## src/cdcb_pkg.sv

```systemverilog
// Types, codes and response byte tables of the changer bus responder.
// No dependencies.
package cdcb_pkg;

    // request kinds on the input channel
    localparam logic [1:0] REQ_BYTE  = 2'd0;
    localparam logic [1:0] REQ_TICK  = 2'd1;
    localparam logic [1:0] REQ_RESET = 2'd2;

    // result kinds
    localparam logic KIND_TX  = 1'b0;
    localparam logic KIND_ERR = 1'b1;

    // body commands
    localparam logic [7:0] BODY_PLAY   = 8'h06;
    localparam logic [7:0] BODY_STOP   = 8'h16;
    localparam logic [7:0] BODY_NEXT   = 8'h26;
    localparam logic [7:0] BODY_PREV   = 8'h27;
    localparam logic [7:0] BODY_RANDOM = 8'h28;
    localparam logic [7:0] BODY_DISC1  = 8'h31;
    localparam logic [7:0] BODY_DISC2  = 8'h32;
    localparam logic [7:0] BODY_DISC3  = 8'h33;
    localparam logic [7:0] BODY_DISC4  = 8'h34;
    localparam logic [7:0] BODY_DISC5  = 8'h35;
    localparam logic [7:0] BODY_DISC6  = 8'h36;
    localparam logic [7:0] BODY_NOP0   = 8'h00;
    localparam logic [7:0] BODY_NOP1   = 8'hF0;
    localparam logic [7:0] BODY_NOP2   = 8'hF6;
    localparam logic [7:0] BODY_POLL   = 8'hFF;

    localparam logic [7:0] MINUTE_LIMIT = 8'd60;
    localparam logic [7:0] OWN_ADDR_RST = 8'h06;

    // response bytes
    localparam logic [7:0] HDR_SHORT  = 8'h60;
    localparam logic [7:0] HDR_LONG   = 8'h61;
    localparam logic [7:0] LEN_ACK    = 8'h01;
    localparam logic [7:0] LEN_IDLE   = 8'h03;
    localparam logic [7:0] LEN_PLAY   = 8'h0A;
    localparam logic [7:0] DEV_ID     = 8'h18;
    localparam logic [7:0] PLAY_MODE  = 8'h04;
    localparam logic [7:0] PLAY_TAG   = 8'hF1;
    localparam logic [7:0] PAD_ZERO   = 8'h00;
    localparam logic [7:0] PAD_FILL   = 8'h3F;
    localparam logic [7:0] STAT_RECOV = 8'h10;
    localparam logic [7:0] STAT_NORM  = 8'h11;
    localparam logic [7:0] IDLE_TAIL  = 8'h01;

    typedef enum logic [2:0] {
        PH_ADDR     = 3'd0,
        PH_SKIPLEN  = 3'd1,
        PH_SKIPPING = 3'd2,
        PH_OWNLEN   = 3'd3,
        PH_BODY     = 3'd4
    } phase_t;

    typedef enum logic [1:0] {
        MSG_NONE = 2'd0,
        MSG_ACK  = 2'd1,
        MSG_PLAY = 2'd2,
        MSG_IDLE = 2'd3
    } msg_kind_t;

    // one pending response: optional error notice, then a message
    typedef struct packed {
        msg_kind_t  kind;
        logic       err;
        logic [7:0] minutes;
        logic [7:0] seconds;
        logic [7:0] track;
        logic       rec;
    } resp_desc_t;

    function automatic logic [3:0] msg_len(msg_kind_t k);
        logic [3:0] n;
        n = 4'd0;
        case (k)
            MSG_ACK:  n = 4'd3;
            MSG_PLAY: n = 4'd12;
            MSG_IDLE: n = 4'd5;
            default:  n = 4'd0;
        endcase
        return n;
    endfunction

    function automatic logic [7:0] msg_byte(resp_desc_t d, logic [3:0] j);
        logic [7:0] b;
        b = PAD_ZERO;
        case (d.kind)
            MSG_ACK:
                case (j)
                    4'd0:    b = HDR_SHORT;
                    4'd1:    b = LEN_ACK;
                    default: b = DEV_ID;
                endcase
            MSG_PLAY:
                case (j)
                    4'd0:    b = HDR_LONG;
                    4'd1:    b = LEN_PLAY;
                    4'd2:    b = DEV_ID;
                    4'd3:    b = PLAY_MODE;
                    4'd4:    b = PLAY_TAG;
                    4'd5:    b = d.minutes;
                    4'd6:    b = d.seconds;
                    4'd7:    b = d.track;
                    4'd9:    b = PAD_FILL;
                    4'd10:   b = PAD_FILL;
                    default: b = PAD_ZERO;
                endcase
            MSG_IDLE:
                case (j)
                    4'd0:    b = HDR_SHORT;
                    4'd1:    b = LEN_IDLE;
                    4'd2:    b = DEV_ID;
                    4'd3:    b = d.rec ? STAT_RECOV : STAT_NORM;
                    default: b = IDLE_TAIL;
                endcase
            default: b = PAD_ZERO;
        endcase
        return b;
    endfunction

endpackage

```

## src/cd_changer_bus_responder_core.sv

```systemverilog
// Top level of the changer bus responder: input register, parser, emitter.
// Depends on cdcb_pkg, cdcb_parser and cdcb_emitter.
//
// Usage:
//  - Input channel (in_valid/in_ready, req_type, rx_byte): one transfer per
//    received bus byte, seconds tick or reset-line event.
//  - Output channel (out_valid/out_ready, result_kind, tx_byte, last_of_run):
//    zero to 13 results per input; last_of_run marks the final one.
//  - cfg_we/cfg_wdata write own_address (reset 0x06); write only when idle.
//  - Path: the first result of an input passes the input register, the
//    emitter's descriptor register and then the output register.
//  - Flow: an input with no results leaves without using the emitter. An
//    input with N results loads the emitter once, then it sends one result
//    per cycle while the receiver takes them. The emitter holds one
//    response, so the next input with results waits for it.
//  - While a response is being sent, inputs that cause no results (ticks,
//    skipped bytes) keep flowing.
//  - Reset: parser returns to address hunting, all counters and flags clear,
//    nothing pending on the output.
//  - Receiver stall: the output register holds its result; the emitter stops,
//    then the input register fills and in_ready drops.
module cd_changer_bus_responder_core (
    input  logic       clk,
    input  logic       rst_n,
    input  logic       in_valid,
    output logic       in_ready,
    input  logic [1:0] req_type,
    input  logic [7:0] rx_byte,
    output logic       out_valid,
    input  logic       out_ready,
    output logic       result_kind,
    output logic [7:0] tx_byte,
    output logic       last_of_run,
    input  logic       cfg_we,
    input  logic [7:0] cfg_wdata
);

    // input register
    logic       in_valid_reg;
    logic [1:0] in_type_reg;
    logic [7:0] in_byte_reg;
    logic [7:0] own_addr_reg;

    logic                 has_result;
    logic                 desc_ready;
    logic                 advance;
    cdcb_pkg::resp_desc_t desc;

    // item leaves the input register once its response (if any) has a home
    assign advance  = in_valid_reg && (!has_result || desc_ready);
    assign in_ready = !in_valid_reg || advance;

    always_ff @(posedge clk or negedge rst_n)
    begin
        if (!rst_n)
        begin
            in_valid_reg <= 1'b0;
            own_addr_reg <= cdcb_pkg::OWN_ADDR_RST;
        end
        else
        begin
            if (in_valid && in_ready)
            begin
                in_valid_reg <= 1'b1;
            end
            else if (advance)
            begin
                in_valid_reg <= 1'b0;
            end
            if (cfg_we)
            begin
                own_addr_reg <= cfg_wdata;
            end
        end
    end

    always_ff @(posedge clk)
    begin
        if (in_valid && in_ready)
        begin
            in_type_reg <= req_type;
            in_byte_reg <= rx_byte;
        end
    end

    cdcb_parser u_parser (
        .clk         (clk),
        .rst_n       (rst_n),
        .item_valid  (in_valid_reg),
        .item_type   (in_type_reg),
        .item_byte   (in_byte_reg),
        .own_address (own_addr_reg),
        .advance     (advance),
        .has_result  (has_result),
        .desc        (desc)
    );

    cdcb_emitter u_emitter (
        .clk         (clk),
        .rst_n       (rst_n),
        .desc_load   (advance && has_result),
        .desc        (desc),
        .desc_ready  (desc_ready),
        .out_valid   (out_valid),
        .out_ready   (out_ready),
        .result_kind (result_kind),
        .tx_byte     (tx_byte),
        .last_of_run (last_of_run)
    );

endmodule

```

## src/cdcb_parser.sv

```systemverilog
// Message parser and changer state: turns one registered input item into
// state updates and a response descriptor. Depends on cdcb_pkg.
module cdcb_parser (
    input  logic                 clk,
    input  logic                 rst_n,
    input  logic                 item_valid,
    input  logic [1:0]           item_type,
    input  logic [7:0]           item_byte,
    input  logic [7:0]           own_address,
    input  logic                 advance,
    output logic                 has_result,
    output cdcb_pkg::resp_desc_t desc
);

    cdcb_pkg::phase_t phase_reg, phase_next;
    logic [7:0] skip_reg, skip_next;
    logic       play_reg, play_next;
    logic       rand_reg, rand_next;
    logic       rec_reg, rec_next;
    logic [7:0] track_reg, track_next;
    logic [3:0] disc_reg, disc_next;
    logic [7:0] sec_reg, sec_next;
    logic [7:0] min_reg, min_next;

    always_comb
    begin
        logic [7:0] skip_dec;
        logic       status;
        skip_dec   = skip_reg - 8'd1;
        status     = 1'b0;
        phase_next = phase_reg;
        skip_next  = skip_reg;
        play_next  = play_reg;
        rand_next  = rand_reg;
        rec_next   = rec_reg;
        track_next = track_reg;
        disc_next  = disc_reg;
        sec_next   = sec_reg;
        min_next   = min_reg;
        desc.kind    = cdcb_pkg::MSG_NONE;
        desc.err     = 1'b0;
        desc.minutes = min_reg;
        desc.seconds = sec_reg;
        desc.track   = track_reg;
        desc.rec     = rec_reg;
        if (item_valid)
        begin
            case (item_type)
                cdcb_pkg::REQ_BYTE:
                    unique case (phase_reg)
                        cdcb_pkg::PH_ADDR:
                            phase_next = (item_byte == own_address) ?
                                         cdcb_pkg::PH_OWNLEN : cdcb_pkg::PH_SKIPLEN;
                        cdcb_pkg::PH_SKIPLEN:
                            if (item_byte == 8'd0)
                            begin
                                phase_next = cdcb_pkg::PH_ADDR;
                            end
                            else
                            begin
                                skip_next  = item_byte;
                                phase_next = cdcb_pkg::PH_SKIPPING;
                            end
                        cdcb_pkg::PH_SKIPPING:
                        begin
                            skip_next = skip_dec;
                            if (skip_dec == 8'd0)
                            begin
                                phase_next = cdcb_pkg::PH_ADDR;
                            end
                        end
                        cdcb_pkg::PH_OWNLEN:
                            if (item_byte > 8'd1)
                            begin
                                desc.err   = 1'b1;
                                phase_next = cdcb_pkg::PH_ADDR;
                            end
                            else if (item_byte == 8'd0)
                            begin
                                desc.kind  = cdcb_pkg::MSG_ACK;
                                phase_next = cdcb_pkg::PH_ADDR;
                            end
                            else
                            begin
                                phase_next = cdcb_pkg::PH_BODY;
                            end
                        cdcb_pkg::PH_BODY:
                        begin
                            phase_next = cdcb_pkg::PH_ADDR;
                            status     = 1'b1;
                            unique case (item_byte) inside
                                cdcb_pkg::BODY_PLAY:   play_next  = 1'b1;
                                cdcb_pkg::BODY_STOP:   play_next  = 1'b0;
                                cdcb_pkg::BODY_NEXT:   track_next = track_reg + 8'd1;
                                cdcb_pkg::BODY_PREV:   track_next = track_reg - 8'd1;
                                cdcb_pkg::BODY_RANDOM: rand_next  = ~rand_reg;
                                cdcb_pkg::BODY_DISC1, cdcb_pkg::BODY_DISC2,
                                cdcb_pkg::BODY_DISC3, cdcb_pkg::BODY_DISC4,
                                cdcb_pkg::BODY_DISC5, cdcb_pkg::BODY_DISC6:
                                    disc_next = item_byte[3:0];
                                cdcb_pkg::BODY_POLL:
                                begin
                                    status    = 1'b0;
                                    desc.kind = cdcb_pkg::MSG_ACK;
                                end
                                cdcb_pkg::BODY_NOP0, cdcb_pkg::BODY_NOP1,
                                cdcb_pkg::BODY_NOP2: ;
                                default: desc.err = 1'b1;
                            endcase
                        end
                        default: phase_next = cdcb_pkg::PH_ADDR;
                    endcase
                cdcb_pkg::REQ_TICK:  sec_next = sec_reg + 8'd1;
                cdcb_pkg::REQ_RESET: rec_next = 1'b1;
                default: ;
            endcase
        end
        // status reply reflects the state after the body command
        if (status)
        begin
            desc.track = track_next;
            if (play_next)
            begin
                desc.kind = cdcb_pkg::MSG_PLAY;
                if (sec_reg > cdcb_pkg::MINUTE_LIMIT)
                begin
                    min_next = min_reg + 8'd1;
                    sec_next = 8'd0;
                end
                desc.minutes = min_next;
                desc.seconds = sec_next;
            end
            else
            begin
                desc.kind = cdcb_pkg::MSG_IDLE;
                desc.rec  = rec_reg;
                rec_next  = 1'b0;
            end
        end
    end

    assign has_result = desc.err || (desc.kind != cdcb_pkg::MSG_NONE);

    always_ff @(posedge clk or negedge rst_n)
    begin
        if (!rst_n)
        begin
            phase_reg <= cdcb_pkg::PH_ADDR;
            skip_reg  <= 8'd0;
            play_reg  <= 1'b0;
            rand_reg  <= 1'b0;
            rec_reg   <= 1'b0;
            track_reg <= 8'd0;
            disc_reg  <= 4'd0;
            sec_reg   <= 8'd0;
            min_reg   <= 8'd0;
        end
        else if (advance)
        begin
            phase_reg <= phase_next;
            skip_reg  <= skip_next;
            play_reg  <= play_next;
            rand_reg  <= rand_next;
            rec_reg   <= rec_next;
            track_reg <= track_next;
            disc_reg  <= disc_next;
            sec_reg   <= sec_next;
            min_reg   <= min_next;
        end
    end

endmodule

```

## src/cdcb_emitter.sv

```systemverilog
// Response serializer: walks one descriptor and drives result items through
// an output register. Depends on cdcb_pkg.
module cdcb_emitter (
    input  logic                 clk,
    input  logic                 rst_n,
    input  logic                 desc_load,
    input  cdcb_pkg::resp_desc_t desc,
    output logic                 desc_ready,
    output logic                 out_valid,
    input  logic                 out_ready,
    output logic                 result_kind,
    output logic [7:0]           tx_byte,
    output logic                 last_of_run
);

    cdcb_pkg::resp_desc_t desc_reg;
    logic [3:0] idx_reg;
    logic       busy_reg;
    logic       out_valid_reg;
    logic       kind_reg;
    logic [7:0] byte_reg;
    logic       last_reg;

    logic       err_slot;
    logic [3:0] j;
    logic [3:0] len;
    logic       cur_last;
    logic       step;

    assign err_slot = desc_reg.err && (idx_reg == 4'd0);
    assign j        = idx_reg - {3'd0, desc_reg.err};
    assign len      = cdcb_pkg::msg_len(desc_reg.kind);
    assign cur_last = err_slot ? (len == 4'd0) : (j == len - 4'd1);
    assign step     = busy_reg && (!out_valid_reg || out_ready);

    assign desc_ready = !busy_reg;

    always_ff @(posedge clk or negedge rst_n)
    begin
        if (!rst_n)
        begin
            busy_reg      <= 1'b0;
            out_valid_reg <= 1'b0;
            idx_reg       <= 4'd0;
        end
        else
        begin
            if (step)
            begin
                out_valid_reg <= 1'b1;
                idx_reg       <= idx_reg + 4'd1;
                if (cur_last)
                begin
                    busy_reg <= 1'b0;
                end
            end
            else if (out_ready)
            begin
                out_valid_reg <= 1'b0;
            end
            if (!busy_reg && desc_load)
            begin
                busy_reg <= 1'b1;
                idx_reg  <= 4'd0;
            end
        end
    end

    always_ff @(posedge clk)
    begin
        if (!busy_reg && desc_load)
        begin
            desc_reg <= desc;
        end
        if (step)
        begin
            kind_reg <= err_slot ? cdcb_pkg::KIND_ERR : cdcb_pkg::KIND_TX;
            byte_reg <= err_slot ? 8'd0 : cdcb_pkg::msg_byte(desc_reg, j);
            last_reg <= cur_last;
        end
    end

    assign out_valid   = out_valid_reg;
    assign result_kind = kind_reg;
    assign tx_byte     = byte_reg;
    assign last_of_run = last_reg;

endmodule

```

## config.mk

```make
export PLATFORM = sky130hd
export DESIGN_NAME = cd_changer_bus_responder_core
export DESIGN_NICKNAME = d
export VERILOG_FILES = /design/src/cdcb_pkg.sv /design/src/cd_changer_bus_responder_core.sv /design/src/cdcb_parser.sv /design/src/cdcb_emitter.sv
export SDC_FILE = /design/constraint.sdc
export NUM_CORES = 1
export LEC_CHECK = 0
export BUFFER_PORTS_ARGS = -buffer_cell sky130_fd_sc_hd__buf_2
export CELL_PAD_IN_SITES_DETAIL_PLACEMENT = 0
export CELL_PAD_IN_SITES_GLOBAL_PLACEMENT = 1
export CORE_ASPECT_RATIO = 0.6
export CORE_MARGIN = 10
export CORE_UTILIZATION = 40
export DETAILED_ROUTE_END_ITERATION = 8
export GPL_TIMING_DRIVEN = 0
export PLACE_DENSITY = 0.7
export SLEW_MARGIN = 20
export SYNTH_ARGS = -nofsm -noshare
export SYNTH_HDL_FRONTEND = slang
export SYNTH_SLANG_ARGS = --single-unit
```

## constraint.sdc

```tcl
create_clock -name clk -period 4.3 [get_ports clk]
set_input_delay 0.43 -clock clk [delete_from_list [all_inputs] [get_ports clk]]
set_output_delay 0.43 -clock clk [all_outputs]
set_load 0.05 [all_outputs]
```

Word level (Yosys, flattened, before mapping). Index checks and enable logic that the tools add are counted.

Word-level logic and storage cells: 161. Input port bits: 23. Output and inout bits: 12. Register bits: 100.

Reduce and logical (&&, ||, !) cells: 33. Equality and inequality tests: 36. Magnitude comparators: 2. $add $sub $neg: 8. Multiplexer cells: 59.

Operators with widths (number): 8-bit two-way mux (10); 8-bit by 6-bit == test with 1-bit output (second input constant) (9); 8-bit case mux with 9 select lines (1); 8-bit case mux with 2 select lines (2); 8-bit case mux with 4 select lines (1); 1-bit two-way mux (26); 25-bit two-way mux (1); 8-bit by 1-bit adder with 8-bit output (second input constant) (3); 8-bit == test (second input constant) (3); 8-bit case mux with 3 select lines (1); 4-bit by 3-bit == test with 1-bit output (second input constant) (4); 8-bit zero test (2); 16-bit two-way mux (1); 8-bit by 1-bit subtractor with 8-bit output (second input constant) (2); 3-bit two-way mux (5); 15-bit OR reduction (1); 7-bit case mux with 2 select lines (1); 4-bit zero test (3); 3-bit case mux with 4 select lines (1); 4-bit case mux with 3 select lines (1); 2-bit nonzero test (6); 4-bit by 2-bit == test with 1-bit output (second input constant) (2); 4-bit == test (second input constant) (2); 8-bit by 3-bit == test with 1-bit output (second input constant) (1); 30 further kinds (49).

Longest topological paths before layout. Gate-level depths: netlist (run 1).

Depth in word-level cells: 16. Gate-level depth with buffers: 11. Depth with buffers taken out: 10.

Hierarchy. From an unflattened synthesis (run 1), not the netlist that was laid out.

Cell total of the unflattened synthesis: 589. Area, all modules: 5977.0 sq um.

By module, submodules not included: cdcb_parser (times used 1, seq. area each 925.9 sq um, cells an instance 333, area an instance 2840.2 sq um); cdcb_emitter (times used 1, seq. area each 1291.2 sq um, cells an instance 222, area an instance 2439.8 sq um); cd_changer_bus_responder_core (times used 1, seq. area each 528.0 sq um, cells an instance 34, area an instance 696.9 sq um).

Least setup slack after synthesis (run 1). No wires, ideal clock.

Path kind: register -> register. From: register in_valid_reg. To: register u_emitter.desc_reg[0] (netlist bit), enable pin. Slack: 1.424 ns. Path buffers: 1. Required time: 3.880 ns. Stages on the path, launching flop included: 6. Arrival: 2.456 ns. Library setup time: 0.420 ns. Period minus slack after synthesis: 2.876 ns. Cell sequence: dfrtp_1 nor3b_1 buf_2 nand2_1 o21a_1 nor2_1.

Longest elaborated chain between the ends: 10. Elaborated cells between the ends (all ways): 12. Classes of those cells: mux (5); reduce/logical (7).

RTL lines: from (decl) (line cd_changer_bus_responder_core.sv:39) `logic in_valid_reg;`; from (signal assigned) (line cd_changer_bus_responder_core.sv:57) `in_valid_reg <= 1'b0;`; from (signal assigned) (line cd_changer_bus_responder_core.sv:64) `in_valid_reg <= 1'b1;`; from (signal assigned) (line cd_changer_bus_responder_core.sv:68) `in_valid_reg <= 1'b0;`; 1-bit two-way mux (line cdcb_parser.sv:46) `if (item_valid)`; 1-bit two-way mux (line cdcb_parser.sv:122) `if (play_next)`; 2-bit two-way mux (line cdcb_parser.sv:119) `if (status)`; 2-bit nonzero test (line cdcb_parser.sv:142) `assign has_result = desc.err || (desc.kind != cdcb_pkg::MSG_NONE);`; 1-bit logical OR (line cdcb_parser.sv:142); 1-bit zero test (line cd_changer_bus_responder_core.sv:50) `assign advance = in_valid_reg && (!has_result || desc_ready);`; 1-bit logical OR (line cd_changer_bus_responder_core.sv:50); 1-bit logical AND (line cd_changer_bus_responder_core.sv:50); 1-bit logical AND (*) (line cd_changer_bus_responder_core.sv:101) `.desc_load (advance && has_result),`; 1-bit logical AND (*) (line cdcb_emitter.sv:71) `if (!busy_reg && desc_load)`; to (signal assigned) (line cdcb_emitter.sv:73) `desc_reg <= desc;`; to (decl) (line cdcb_emitter.sv:16) `cdcb_pkg::resp_desc_t desc_reg;`.

Mark *: on every way between the ends. The rest lies on a longest branch, timed or not. A chain may end at the register's enable or synchronous reset.

==> results of run 1 <==
[cells by family (layout without fill, tap and decap cells)]
logic type,count (synthesis),in the layout,synth area share (%)
AO/OA/AOI/OAI,119,119,14.9
multiplexers,27,27,5.16
XOR/XNOR,42,42,6.27
AND/OR/NAND/NOR,186,186,18.1
flip-flops,100,100,46.8
adder cells (fa/ha/maj),22,22,4.82
buffers and inverters,50,100,4.01
[synth_stat cells, types with 3 or more instances]
cell / instances
dfrtp_1: 50
edfxtp_1: 48
nor2_1: 45
nand2_1: 39
a21oi_1: 33
xor2_1: 24
inv_1: 23
ha_1: 21
mux2_2: 20
xnor2_1: 18
clkbuf_1: 17
nor3_1: 14
o21ai_0: 12
nand3_1: 11
nor2b_1: 8
a31oi_1: 7
nor3_2: 7
and2_1: 6
and3_1: 6
buf_6: 6
nand4_1: 6
o21ai_1: 6
nor3b_1: 5
nor4_1: 5
a211o_1: 4
a21o_1: 4
a221oi_1: 4
mux2i_1: 4
nand2b_1: 4
o22ai_1: 4
o31ai_1: 4
o41ai_2: 4
or3_1: 4
a41oi_1: 3
and3b_1: 3
o2111ai_1: 3
o211ai_1: 3
o21a_1: 3
o32ai_1: 3
or2_2: 3
[final cells by class]
class	count	area share [%]
multi-input cells	396	43.9
flip-flops and latches	100	41.6
well taps	198	3.76
clock buffers	10	3.47
repair buffers	34	2.96
plain buffers	27	2.26
inverters	23	1.31
clock inverters	6	0.721
[per-stage QoR]
stage / hold WS [ns] / instances
global placement: 0.475 / 777
finish: 0.116 / 794
CTS: 0.163 / 794
global route: 0.167 / 794
floorplan: 0.134 / 546
detailed placement: 0.478 / 778
[how the worst max path moves through the flow]
stage	startpoint	to	slack (ns)	cells after the start
4_1_cts	in_byte_reg[7]	u_emitter.desc_reg[7]	0.77	10
6_report	in_byte_reg[7]	u_emitter.desc_reg[7]	0.73	10
2_1_floorplan	in_valid_reg	u_emitter.desc_reg[0]	1.42	5
3_3_place_gp	in_valid_reg	u_emitter.desc_reg[11]	0.63	5
5_1_grt	in_byte_reg[7]	u_emitter.desc_reg[7]	0.52	10
3_5_place_dp	in_byte_reg[7]	u_emitter.desc_reg[7]	0.82	10
[power groups by stage]
stage	registers [mW]	clock network (mW)	logic, mW
after CTS	1.30	0.799	1.43
after global routing	1.32	0.837	1.60
after floorplan	1.37	0	0.985
after detailed placement	1.32	0	1.41
final	1.30	0.784	1.46
after global placement	1.31	0	1.41
[critical path, delay by kind of cell, from the launching register on]
family	cells	cell delay [ns]
compound gates	4	1.14
buf+inv	1	0.25
simple gates	4	1.06
fa+ha+maj	1	0.33
flops	1	0.51
[routing by layer]
metal	global-route usage [%]	wire [µm]
met5	0	0
met4	3.94	136
met2	18.3	5470
met1	23.8	8010
met3	3.76	946
==> metrics.yaml, run 1 <==
tns_ns: 0
fin_skew_ns: 0.0111
drc_errors: 0
yosysUniqueCellTypes: 80
gp_congestion: 0.931
clock-root-buffer: "clkbuf_16"
grt_pass1_wl_mm: 23.6
slowest_stage: "o31ai_1"
wl_per_cell_um: 18.3
dp_hpwl_mm: 10.8
netSwitchingFraction_pct: 41.8
syn_area_um2: 5860
syn_inst: 546
dpl_cell_area_um2: 6310
crit_path_max_incr_delay_ns: 0.57
die_y_um: 114
yosysWarnings: 0
grt_max_degree: 53
cp_max_fo: 6
mostFrequentLayoutCells: "dfrtp_1, edfxtp_1, nor2_1"
max_clock_freq_mhz: 280
viasPerCell: 5.49
drv_cap: 0
path_cells: "or3b_2, nor2_1, nand2_1, inv_1, ha_1, nor2b_1, o21ai_0, a21o_1, a21boi_0, o31ai_1"
die_area_um2: 20100
std_cell_rows: 34
syn_avg_cell_area_um2: 10.7
htreeDepth: 3
final_core_util_pct: 45.7
path_clk_slew_ns: 0.07
synth_top_area_share_pct: 24.6
power.internal_mw: 2.06
pwr-share-clk_pct: 22.1
rsz0062_at_grt: "false"
fp.dieW_um: 176
layout-drive-gt1-share_pct: 18.8
worst_slew_pin_slew_ns: 1.08
synth_seq_cells: 100
grt_pass1_vias: 4220
cts_resized: 0
yosys-top-cells-area: "edfxtp_1, dfrtp_1, ha_1"
cts_buffers: 9
syn_nets: 591
firstDrtPassIters: 5
cp.required_ns: 4.37
async_flop_share_pct: 52.0
end_kind: "flop"
io_buffers: 33
pre_cts_slack_ns: 0.819
cts_sinks: 100
start_util_pct: 40.7
clk_latency_ns: 0.36
final_common_cell: "dfrtp_1"
hold_buffers: 0
vdd_drop_max_v: 0.000228
clockBufferDepth: 2
tritoncts: "yes"
power_density_nw_per_um2: 538
seqPwrFrac_pct: 36.7
dr_total_vias: 4361
finalHoldViolations: 0
core_um2: 14400
final_nets: 636
hp-class: "primary input to asynchronous set/reset pin"
setup_viol: 0
ant_nets: 0
ys.flop_type: "dfrtp_1"
arrival_ns: 3.64
area_delta_synth_final_pct: 12.4
pin_count: 35
routed_wl_mm: 14.6
comb_power_share_pct: 41.2
power_mw: 3.55
power.switching_mw: 1.48
fin_crit_sh_pct: 83.1
synth_edf_count: 48
grt_use_total_pct: 14.8
n_antenna_cell: 0
cp-start-kind: "flop"
timing.rr.start: "in_byte_reg[7]"
regArea_um2: 2750
post-cts-setup-buffer-count: 0
largest_register_ffs: 28
drt_iter0_drc: 407
gr-total-overflow: 0
multiInputGateArea_um2: 2890
r2r-end: "u_emitter.desc_reg[7]"
yosysTopAreaCell: "edfxtp_1"
p_leak_nw: 2.58
antenna_found_initial: 0
r2r_cells: 10
r2r_setup_slack_ns: 0.73
fin_crit_ns: 3.57
nFillCells: 1367
final-max-slew-violation-count: 0
design_area_um2: 6590
status: "complete, no violations"
fin_ws_ns: 0.728
max-slew-margin-rel_pct: 27.2
yosysSeqAreaShare_pct: 46.8
critPathKind: "flop to flop"
Power figures use the tool's default switching activity.
==> inputs of run 2 (changes only) <==
- PLACE_DENSITY: 0.7 -> 0.73
- clock period: 4.3 -> 3.04 ns (I/O delays scaled with it)
==> metrics.yaml, run 2 (synthesis gave the netlist of run 1 again) <==
area_delta_synth_final_pct: 13.6
design_area_um2: 6660  # +1.1%
n_antenna_cell: 0  # unchanged
layout-drive-gt1-share_pct: 21.0  # +2.2 points
max_clock_freq_mhz: 343  # +22%
cts_buffers: 9  # unchanged
die_area_um2: 20100  # unchanged
tritoncts: "yes"
clockBufferDepth: 2  # unchanged
tns_ns: 0  # unchanged
std_cell_rows: 34  # unchanged
setup_viol: 0  # unchanged
max-slew-margin-rel_pct: 32.4  # +5.2 points
final-max-slew-violation-count: 0  # unchanged
gr-total-overflow: 0  # unchanged
mostFrequentLayoutCells: "dfrtp_1, edfxtp_1, nor2_1"
dp_hpwl_mm: 10.8  # -0.35%
regArea_um2: 2750  # unchanged
drv_cap: 0  # unchanged
hold_buffers: 0  # unchanged
clock-root-buffer: "clkbuf_16"
fin_cells: 797  # +0.38%
power_density_nw_per_um2: 760  # +41%
htreeDepth: 3  # unchanged
dpl_cell_area_um2: 6300  # -0.20%
fp.dieW_um: 176  # unchanged
status: "complete, no violations"
viasPerCell: 5.47  # -0.42%
final_nets: 639  # +0.47%
grt_pass1_wl_mm: 23.7  # +0.35%
ant_nets: 0  # unchanged
critPathKind: "flop to flop"
pin_count: 35  # unchanged
multiInputGateArea_um2: 2920  # +1.0%
firstDrtPassIters: 6  # +1
routed_wl_mm: 14.4  # -1.4%
dr_total_vias: 4359  # -0.046%
start_util_pct: 40.7  # unchanged
antenna_found_initial: 0  # unchanged
wl_per_cell_um: 18.0  # -1.8%
clk_latency_ns: 0.35  # about the same
grt_pass1_vias: 4272  # +1.2%
cp_max_fo: 6  # unchanged
final_common_cell: "dfrtp_1"
place_inst: 778  # unchanged
cp-start-kind: "flop"
end_kind: "flop"
gp_congestion: 0.916  # -1.6%
grt_max_degree: 53  # unchanged
grt_use_total_pct: 14.7  # -0.066 points
largest_register_ffs: 28  # unchanged
finalHoldViolations: 0  # unchanged
core_um2: 14400  # unchanged
nFillCells: 1327  # -2.9%
cp.required_ns: 3.13  # -1.24 ns
vdd_drop_max_v: 0.000341  # +50%
drc_errors: 0  # unchanged
p_leak_nw: 2.63  # +1.9%
drt_iter0_drc: 327  # -20%
fin_crit_sh_pct: 95.9  # +13 points
final_core_util_pct: 46.2  # +0.49 points
die_y_um: 114  # unchanged
whs_ns: 0.00334  # -0.113 ns
fin_skew_ns: 0.00890  # -0.00219 ns
io_buffers: 33  # unchanged
hp-class: "primary input to asynchronous set/reset pin"
path_clk_slew_ns: 0.08  # about the same
arrival_ns: 3.01  # -0.63 ns
fin_crit_ns: 2.92  # -0.655 ns
cts_sinks: 100  # unchanged
worst_slew_pin_slew_ns: 1.00  # -0.0833 ns
-- run 2: cell types whose count changed in the layout (fill, tap and decap cells not counted), sizes merged --
cell / change
inv: +3
buf: +4
clkinv: -1
clkinvlp: -2
clkbuf: -1
-- run 2: layout make-up --
type | instances | area share (%)
buffer | 25 | 2.14
timing repair buffer | 39 | 3.31
multi-input combinational | 396 | 43.8
clock inverter | 6 | 0.901
clock buffer | 10 | 3.59
sequential | 100 | 41.2
tap | 198 | 3.72
inverter | 23 | 1.30
-- run 2: repair_timing --
action                     4_1_cts  5_1_grt
cloned                           0        0
gates resized for setup          4        8
setup endpoints to repair        5       10
pin swaps                        1        1
buffers inserted                 3        2
-- run 2: path summary, 6_finish.rpt --
kind                       cells past startpoint           startpoint  slack [ns]               endpoint
hold / removal                                 1                rst_n       0.003        own_addr_reg[7]
hold reg to reg                                1  u_parser.min_reg[7]        0.49    u_parser.min_reg[7]
max in group asynchronous                      1                rst_n        2.55   u_emitter.idx_reg[3]
setup / recovery                              10       in_byte_reg[7]        0.12  u_emitter.desc_reg[8]
setup reg to reg                              10       in_byte_reg[7]        0.12  u_emitter.desc_reg[8]
min in group clk                               1           rx_byte[1]        0.12         in_byte_reg[1]
-- run 2: report_power, final --
| part | total (mW) | leakage (nW) | internal [mW] | switching (mW) |
|---|---|---|---|---|
| Sequential | 1.85 | 1.08 | 1.64 | 0.207 |
| Clock | 1.16 | 0.149 | 0.603 | 0.557 |
| Combinational | 2.05 | 1.40 | 0.714 | 1.34 |
| Total | 5.06 | 2.63 | 2.96 | 2.10 |
-- run 2: critical path, stage by stage, from the launching register on --
cell and delay [ns]:
edfxtp_1 0.42, or3b_2 0.53, nor2_2 0.18, nand2_1 0.13, inv_2 0.18, ha_1 0.26
a21oi_2 0.22, o2111ai_2 0.20, and3_1 0.23, nor3_1 0.21, xor2_1 0.10
-- run 2: metrics by stage --
stage / power, mW / setup slack, ns
CTS: 5.04 / 0.0158
global placement: 3.84 / -0.585
detailed placement: 3.87 / -0.361
finish: 5.06 / 0.123
global route: 5.37 / -0.0136
floorplan: 3.33 / 0.164
-- run 2: layer usage --
layer | up-vias | routed length [µm] | GRT usage, %
met2 | 110 | 5490 | 18.8
met4 | 0 | 133 | 3.26
li1 | 2107 | - | -
met3 | 14 | 851 | 3.83
met1 | 2128 | 7880 | 23.4
met5 | - | 0 | 0
==> inputs of run 3 (changes only) <==
- PLACE_DENSITY: 0.73 -> 0.82
==> metrics.yaml, run 3 (synthesis gave the netlist of run 1 again) <==
status: "finished with violations"
violations: "negative hold slack"
gr-total-overflow: 0  # unchanged
clk_latency_ns: 0.36  # about the same
dpl_cell_area_um2: 6310  # +0.20%
dr_total_vias: 4377  # +0.41%
clockBufferDepth: 2  # unchanged
tritoncts: "yes"
tns_ns: 0  # unchanged
final_core_util_pct: 46.3  # +0.087 points
setup_viol: 0  # unchanged
multiInputGateArea_um2: 2910  # -0.26%
cp_max_fo: 10  # +4
n_antenna_cell: 0  # unchanged
place_inst: 778  # unchanged
area_delta_synth_final_pct: 13.8
end_kind: "flop"
finalHoldViolations: 5  # +5
wl_per_cell_um: 17.9  # -0.39%
path_clk_slew_ns: 0.08  # about the same
grt_max_degree: 53  # unchanged
final-max-slew-violation-count: 0  # unchanged
nFillCells: 1328  # +0.075%
power_density_nw_per_um2: 766  # +0.83%
fin_crit_sh_pct: 98.1  # +2.1 points
htreeDepth: 3  # unchanged
fin_crit_ns: 2.98  # +0.0641 ns
dp_hpwl_mm: 10.6  # -2.0%
fp.dieW_um: 176  # unchanged
die_area_um2: 20100  # unchanged
ant_nets: 0  # unchanged
die_y_um: 114  # unchanged
firstDrtPassIters: 5  # -1
vdd_drop_max_v: 0.000410  # +20%
grt_use_total_pct: 14.3  # -0.38 points
routed_wl_mm: 14.3  # -0.52%
clock-root-buffer: "clkbuf_16"
cp.required_ns: 3.10  # -0.03 ns
rsz0062_at_grt: "true"
whs_ns: -0.0111  # -0.0144 ns
antenna_found_initial: 0  # unchanged
regArea_um2: 2750  # unchanged
drv_cap: 0  # unchanged
critPathKind: "flop to flop"
pre_cts_slack_ns: -0.241  # +0.120 ns
fin_skew_ns: 0.0142  # +0.00531 ns
final_nets: 638  # -0.16%
core_um2: 14400  # unchanged
pin_count: 35  # unchanged
design_area_um2: 6680  # +0.19%
viasPerCell: 5.50  # +0.54%
fin_cells: 796  # -0.13%
std_cell_rows: 34  # unchanged
gp_congestion: 0.928  # +1.4%
drc_errors: 0  # unchanged
hp-class: "primary input to asynchronous set/reset pin"
hold_buffers: 0  # unchanged
max_clock_freq_mhz: 335  # -2.2%
power_mw: 5.11  # +1.0%
mostFrequentLayoutCells: "dfrtp_1, edfxtp_1, nor2_1"
fin_ws_ns: 0.0591  # -0.0641 ns
io_buffers: 33  # unchanged
cts_sinks: 100  # unchanged
layout-drive-gt1-share_pct: 20.9  # -0.13 points
final_common_cell: "dfrtp_1"
worst_slew_pin_slew_ns: 0.968  # -0.0324 ns
grt_pass1_vias: 4166  # -2.5%
grt_pass1_wl_mm: 23.1  # -2.5%
drt_iter0_drc: 351  # +7.3%
p_leak_nw: 2.63  # about the same
largest_register_ffs: 28  # unchanged
cts_buffers: 9  # unchanged
start_util_pct: 40.7  # unchanged
arrival_ns: 3.04  # +0.03 ns
max-slew-margin-rel_pct: 34.6  # +2.2 points
cp-start-kind: "flop"
## run 3: area by class of cell
cell class                 instances  area share [%]
buffer                            25            2.14
clock buffer                      10            3.75
clock inverter                     6           0.956
inverter                          23            1.29
multi-input combinational        396            43.7
sequential                       100            41.1
tap                              198            3.71
timing repair buffer              38            3.37
## run 3: worst max-delay path, stage by stage (launching register included)
cell       delay [ns]
dfrtp_1          0.42
inv_1            0.08
ha_1             0.22
ha_1             0.41
clkbuf_2         0.29
buf_1            0.40
a221oi_1         0.19
a2111oi_0        0.67
## run 3: path summary, 6_finish.rpt
kind	from	endpoint	slack [ns]	cells past startpoint
min in group clk	rx_byte[4]	in_byte_reg[4]	0.12	1
min	rst_n	own_addr_reg[7]	-0.01	1
max in group asynchronous	rst_n	u_emitter.idx_reg[2]	2.57	1
min reg2reg	u_parser.min_reg[7]	u_parser.min_reg[7]	0.49	1
max	u_emitter.idx_reg[0]	u_emitter.tx_byte[1]	0.06	7
max reg2reg	u_emitter.idx_reg[0]	u_emitter.tx_byte[1]	0.06	7
## run 3: repair_timing
item	4_1_cts	5_1_grt
pin swaps	1	1
cloned	0	0
buffers inserted	3	1
setup endpoints to repair	5	10
resized for setup	2	7
## run 3: layer usage
layer	vias to the layer above	GRT usage, %	wire length, µm
met4	0	3.54	111
li1	2103	-	-
met2	141	18.3	5500
met1	2126	22.7	7630
met5	-	0	0
met3	7	3.73	1030
## run 3: power by group
group          internal, mW  leakage, nW  switching (mW)
Sequential             1.65         1.08           0.210
Combinational         0.721         1.40            1.36
Clock                 0.628        0.151           0.554
